===== src/qse_pkg.sv =====
package qse_pkg;

    localparam int MAX_KNOTS_DEF   = 64;
    localparam int COEFF_WIDTH_DEF = 48;

    localparam int ACT_W      = 2;
    localparam int IDX_W      = 6;
    localparam int SEL_W      = 3;
    localparam int KC_W       = 7;
    localparam int KNOT_W     = 32;
    localparam int RES_W      = 48;
    localparam int D_W        = KNOT_W + 1;
    localparam int NUM_COEFFS = 6;
    localparam int TOP_COEFF  = NUM_COEFFS - 1;
    localparam int FRAC_SHIFT = 16;
    localparam int KC_RESET   = 2;

    localparam logic [ACT_W-1:0] ACT_WR_KNOT = 2'd0;
    localparam logic [ACT_W-1:0] ACT_WR_COEF = 2'd1;
    localparam logic [ACT_W-1:0] ACT_VALUE   = 2'd2;
    localparam logic [ACT_W-1:0] ACT_SLOPE   = 2'd3;

    typedef logic [1:0] t_knot_addr;
    localparam t_knot_addr KA_FIRST = 2'd0;
    localparam t_knot_addr KA_LAST  = 2'd1;
    localparam t_knot_addr KA_MID   = 2'd2;
    localparam t_knot_addr KA_SEG   = 2'd3;

    typedef logic [1:0] t_seg_sel;
    localparam t_seg_sel SEG_ZERO = 2'd0;
    localparam t_seg_sel SEG_LAST = 2'd1;
    localparam t_seg_sel SEG_LO   = 2'd2;

    typedef struct packed {
        logic       wr_knot;
        logic       wr_coef;
        logic       load_query;
        logic       knot_rd;
        t_knot_addr knot_addr;
        logic       init_bounds;
        logic       set_mid;
        logic       update_bounds;
        logic       set_seg;
        t_seg_sel   seg_sel;
        logic       coef_rd;
        logic       init_acc;
        logic       dec_k;
        logic       mag;
        logic       mul_lo;
        logic       mul_hi;
        logic       rnd;
        logic       add;
        logic       load_out;
    } t_dp_cmd;

    typedef struct packed {
        logic x_le_kd;
        logic x_ge_kd;
        logic span_gt1;
        logic last_step;
    } t_dp_sts;

endpackage


===== src/qse_ctrl.sv =====
module qse_ctrl (
    input  logic                      i_clk,
    input  logic                      i_rst_n,
    input  logic                      i_in_valid,
    output logic                      o_in_ready,
    input  logic [qse_pkg::ACT_W-1:0] i_action,
    output logic                      o_out_valid,
    input  logic                      i_out_ready,
    input  qse_pkg::t_dp_sts          i_sts,
    output qse_pkg::t_dp_cmd          o_cmd
);

    localparam logic [3:0] S_IDLE      = 4'd0;
    localparam logic [3:0] S_RD_FIRST  = 4'd1;
    localparam logic [3:0] S_CMP_FIRST = 4'd2;
    localparam logic [3:0] S_CMP_LAST  = 4'd3;
    localparam logic [3:0] S_PROBE     = 4'd4;
    localparam logic [3:0] S_PCMP      = 4'd5;
    localparam logic [3:0] S_RD_SEG    = 4'd6;
    localparam logic [3:0] S_SETUP     = 4'd7;
    localparam logic [3:0] S_MAG       = 4'd8;
    localparam logic [3:0] S_MUL_LO    = 4'd9;
    localparam logic [3:0] S_MUL_HI    = 4'd10;
    localparam logic [3:0] S_RND       = 4'd11;
    localparam logic [3:0] S_ADD       = 4'd12;
    localparam logic [3:0] S_FIN       = 4'd13;

    logic [3:0] r_state;
    logic [3:0] n_state;
    logic       r_out_valid;
    logic       n_out_valid;
    logic       accept;
    logic       is_write;

    assign o_in_ready  = (r_state == S_IDLE);
    assign o_out_valid = r_out_valid;
    assign accept      = i_in_valid && o_in_ready;
    assign is_write    = (i_action == qse_pkg::ACT_WR_KNOT) ||
                         (i_action == qse_pkg::ACT_WR_COEF);

    always_comb begin
        o_cmd       = '0;
        n_state     = r_state;
        n_out_valid = r_out_valid && !i_out_ready;
        case (r_state)
            S_IDLE: begin
                if (accept) begin
                    if (is_write) begin
                        o_cmd.wr_knot = (i_action == qse_pkg::ACT_WR_KNOT);
                        o_cmd.wr_coef = (i_action == qse_pkg::ACT_WR_COEF);
                    end else begin
                        o_cmd.load_query = 1'b1;
                        n_state          = S_RD_FIRST;
                    end
                end
            end
            S_RD_FIRST: begin
                o_cmd.knot_rd   = 1'b1;
                o_cmd.knot_addr = qse_pkg::KA_FIRST;
                n_state         = S_CMP_FIRST;
            end
            S_CMP_FIRST: begin
                // fetch the last knot while the first is compared
                o_cmd.knot_rd   = 1'b1;
                o_cmd.knot_addr = qse_pkg::KA_LAST;
                if (i_sts.x_le_kd) begin
                    o_cmd.set_seg = 1'b1;
                    o_cmd.seg_sel = qse_pkg::SEG_ZERO;
                    n_state       = S_RD_SEG;
                end else begin
                    n_state = S_CMP_LAST;
                end
            end
            S_CMP_LAST: begin
                if (i_sts.x_ge_kd) begin
                    o_cmd.set_seg = 1'b1;
                    o_cmd.seg_sel = qse_pkg::SEG_LAST;
                    n_state       = S_RD_SEG;
                end else begin
                    o_cmd.init_bounds = 1'b1;
                    n_state           = S_PROBE;
                end
            end
            S_PROBE: begin
                if (i_sts.span_gt1) begin
                    o_cmd.knot_rd   = 1'b1;
                    o_cmd.knot_addr = qse_pkg::KA_MID;
                    o_cmd.set_mid   = 1'b1;
                    n_state         = S_PCMP;
                end else begin
                    o_cmd.set_seg = 1'b1;
                    o_cmd.seg_sel = qse_pkg::SEG_LO;
                    n_state       = S_RD_SEG;
                end
            end
            S_PCMP: begin
                o_cmd.update_bounds = 1'b1;
                n_state             = S_PROBE;
            end
            S_RD_SEG: begin
                o_cmd.knot_rd   = 1'b1;
                o_cmd.knot_addr = qse_pkg::KA_SEG;
                o_cmd.coef_rd   = 1'b1;
                n_state         = S_SETUP;
            end
            S_SETUP: begin
                o_cmd.init_acc = 1'b1;
                o_cmd.dec_k    = 1'b1;
                n_state        = S_MAG;
            end
            S_MAG: begin
                o_cmd.mag     = 1'b1;
                o_cmd.coef_rd = 1'b1;
                n_state       = S_MUL_LO;
            end
            S_MUL_LO: begin
                o_cmd.mul_lo = 1'b1;
                n_state      = S_MUL_HI;
            end
            S_MUL_HI: begin
                o_cmd.mul_hi = 1'b1;
                n_state      = S_RND;
            end
            S_RND: begin
                o_cmd.rnd = 1'b1;
                n_state   = S_ADD;
            end
            S_ADD: begin
                o_cmd.add   = 1'b1;
                o_cmd.dec_k = 1'b1;
                n_state     = i_sts.last_step ? S_FIN : S_MAG;
            end
            S_FIN: begin
                // hold until the output register is free
                if (!r_out_valid || i_out_ready) begin
                    o_cmd.load_out = 1'b1;
                    n_out_valid    = 1'b1;
                    n_state        = S_IDLE;
                end
            end
            default: begin
                n_state = S_IDLE;
            end
        endcase
    end

    always_ff @(posedge i_clk) begin
        if (!i_rst_n) begin
            r_state     <= S_IDLE;
            r_out_valid <= 1'b0;
        end else begin
            r_state     <= n_state;
            r_out_valid <= n_out_valid;
        end
    end

endmodule


===== config.mk =====
export PLATFORM = sky130hd
export DESIGN_NAME = qse_ctrl
export DESIGN_NICKNAME = d
export VERILOG_FILES = /design/src/qse_pkg.sv /design/src/qse_ctrl.sv
export SDC_FILE = /design/constraint.sdc
export NUM_CORES = 1
export LEC_CHECK = 0
export BUFFER_PORTS_ARGS = -buffer_cell sky130_fd_sc_hd__buf_4
export CAP_MARGIN = 0
export CORE_AREA = 8 8 54 56
export DETAILED_ROUTE_END_ITERATION = 6
export DIE_AREA = 0 0 62 64
export HOLD_SLACK_MARGIN = 0.02
export PLACE_DENSITY_LB_ADDON = 0.3
export SLEW_MARGIN = 30
export SYNTH_ARGS = -nofsm -noshare
export SYNTH_HDL_FRONTEND = slang
export SYNTH_SLANG_ARGS = --single-unit

===== constraint.sdc =====
create_clock -name i_clk -period 1.4 [get_ports i_clk]
set_input_delay 0.28 -clock i_clk [delete_from_list [all_inputs] [get_ports i_clk]]
set_output_delay 0.28 -clock i_clk [all_outputs]
set_load 0.02 [all_outputs]

==> key figures <==
Clock tree
  – Num CTS Buffers: 3
  – Hold Buf Count CTS: 0
  – CTS tree: yes
  – # clock sinks: 5
  – Clock Latency Late Sink: between 0.2 and 0.3 ns
  – Clk buf depth: 2
  – Root Driver: clkbuf_4
  – Clock transition at the registers of the reported paths: 0.06 ns
  – H-tree levels: 1

Synthesis
  – Syn. warnings: 0
  – #FFs+latches synth: 5
  – Post-Syn Area per Cell: 7.588 sq um
  – Distinct cells, synth: 33
  – Syn Nets: 87
  – Mapped cell area: 584.3 sq um
  – Post-Synthesis Cells: 77
  – Seq/Total Area, Yosys: 0.1713

Timing
  – Period utilization: 1.230
  – RSZ-0062 raised after global routing: true
  – Setup tns final: -4.560 ns
  – Final max-slew violation count: 0
  – Worst Clk Skew: 0.01719 ns
  – Final setup fails: 24
  – Final min period: 1.722 ns
  – Final worst setup slack: -0.3224 ns
  – Worst-Margin Slew: 0.3153 ns
  – Hold Vio Cnt, Final: 0
  – Rel. slew slack: 0.7868
  – Max Clk Rate: 580.6 MHz
  – Hold Slack: 0.2822 ns

Detailed routing
  – Wire per inst: 17.55 um
  – Vias: ~900
  – DRT antenna net count: 0
  – DRC viols: 0
  – Drt first pass iters: 4
  – Drt initial violations: 18
  – Final WL: 3072 um
  – Drt via density: 5.114

Die
  – Die Span Y: ~64 um
  – Die Area: 0.003968 sq mm
  – Core Region: 0.002106 sq mm
  – Die width: 62 um
  – Site Rows: 17
  – Total I/O pin count: 33
  – Starting density of the core: 0.2775

Global route
  – Vias in the first global route: 954
  – Largest net degree at the start of global routing: 9
  – Global-route wire length before repair: 4560 um
  – Global Route Usage Sum: 0.1511
  – Initial antenna violation count: 0
  – Final global-route overflow total: 0

Cells and area
  – Layout cells sized above 1: 0.7619
  – Storage cell area: 115.1 sq um
  – Fill count: between 100 and 150
  – Synth-to-Final Area Change: 157.0%
  – Area of the multi-input gates: roughly 650 sq um
  – Commonest non-fill, non-tap cell in the layout: buf_4
  – Final design utilization: 0.7130
  – N_diodes: 0
  – Most frequent cells in the layout: buf_4, buf_6, nor2_4, a21oi_1
  – Final Net Count: 158

Critical path
  – Crit-path slowest cell: dfxtp_4
  – Buf+Inv Stages, Crit Path: 2
  – CP delay by family, top: simple AND/OR/NAND/NOR gates
  – Crit Path Max Fanout: 5
  – Cell chain of the critical path: buf_6 -> nor4_4 -> nor4bb_4 -> buf_4
  – CP endpoint kind: primary output
  – Kind of critical path: flip-flop to primary output
  – CP Launch Type: flip-flop
  – Crit path DAT: between 1 and 1.5 ns
  – Slowest cell delay on critical path: 0.36 ns
  – Worst reg-to-reg setup slack: -0.12 ns
  – Critical Path RT: 1.12 ns

Placed design
  – Dpl hpwl: between 1500 and 2000 um
  – Port Buffers: 32
  – Placer Congestion: roughly 0.8

Run status
  – Failing checks: negative setup slack
  – Status: complete, but fails checks

Pwr
  – PD cells: roughly 1800 mW/mm^2
  – Pleak: 0.6748 nW
  – Max VDD drop: 1012 uV

Hold path
  – Worst min path class: input pin to flip-flop

Job
  – Max cap viols: 0
[routing by layer]
layer / GRT usage / part of all wire / vias to the layer above
li1: - / - / 424
met1: 0.1782 / 0.41 / 448
met2: 0.2549 / 0.54 / 21
met3: 0.02400 / 0.044 / 2
met4: 0.06553 / 0.0036 / 0
met5: 0 / 0 / -
[cell families after synthesis]
family                    share of synthesized area
and+or+nand+nor                              0.4647
DFF                                          0.1713
xor gates and xnor gates                    0.02784
AOI/OAI and AO/OA                            0.2206
buffers and inverters                        0.1156
[state kept, by name, summed over array words and instances (netlist names)]
| signal | cells |
|---|---|
| r_state | 4 |
| o_out_valid | 1 |
[through the flow]
stage                     setup slack, ns  power (W)  area, sq um  std cells
after floorplan                   -0.1553   0.001082        630.6         77
after global placement           -0.07667   0.001505        996.0        150
after detailed placement          -0.1449   0.001523        996.0        150
after CTS                         -0.3125   0.002395         1400        171
after global routing              -0.4102   0.002811         1501        175
final                             -0.3224   0.002678         1501        175
[final timing paths]
path,start,end,depth (start not counted)
worst min-delay path,i_rst_n,r_state[3]$_SDFFE_PN0P_,2
worst min register to register,o_out_valid$_SDFF_PN0_,o_out_valid$_SDFF_PN0_,2
worst max register to register,r_state[2]$_SDFFE_PN0P_,r_state[2]$_SDFFE_PN0P_,6
worst max-delay path,r_state[0]$_SDFFE_PN0P_,o_cmd[20],4
[cells in the mapped netlist]
cell type | number | area, sq um
a31oi_1 | 1 | 6.260
nor2_1 | 12 | 45.04
nand4b_1 | 1 | 8.760
and4_1 | 1 | 8.760
nor4_2 | 1 | 12.51
nor4_1 | 2 | 12.51
o21a_1 | 2 | 15.01
and2_1 | 1 | 6.260
nor4bb_1 | 1 | 10.01
o211ai_1 | 1 | 7.510
nor3_1 | 2 | 10.01
a21oi_1 | 6 | 30.03
and3_1 | 3 | 18.77
o21ai_1 | 2 | 10.01
o31a_1 | 2 | 17.52
a311o_1 | 1 | 10.01
nand3b_1 | 3 | 22.52
nor4b_1 | 1 | 8.760
nor2_2 | 1 | 6.260
nand2_1 | 2 | 7.510
nand2b_1 | 6 | 37.54
buf_6 | 4 | 45.04
a211oi_1 | 1 | 7.510
a21boi_0 | 1 | 7.510
nand4b_2 | 1 | 15.01
xnor2_2 | 1 | 16.27
a31o_2 | 1 | 8.760
dfxtp_1 | 5 | 100.1
o22a_1 | 1 | 8.760
and4b_1 | 1 | 10.01
buf_2 | 3 | 15.01
buf_4 | 1 | 7.510
nor2b_1 | 5 | 31.28
[worst register-to-register path: stages, from the launching register on]
cell and delay, ns:
dfxtp_4 0.38, buf_6 0.14, buf_6 0.12, xnor2_2 0.14, a211oi_1 0.09, a311o_1 0.27
o31a_1 0.26
[power by group]
part / internal, W / total (W) / switching [W]
Combinational: 0.00121 / 0.00221 / 0.000993
Sequential: 0.000203 / 0.000289 / 0.0000858
Clock: 0.000109 / 0.000184 / 0.0000752
Total: 0.00152 / 0.00268 / 0.00115
[repair_timing]
action                     CTS  global route
buffers inserted            17             7
resized for setup           62            18
pin swaps                   13            15
setup endpoints to repair   23            26
hold endpoints to repair     0             0
[final cells by class]
cell class	instances	share of cell area
clock buffer	4	0.01750
multi-input combinational	64	0.4300
sequential	5	0.07667
tap	28	0.02333
timing repair buffer	74	0.4525
(Power assumes the default switching activity.)
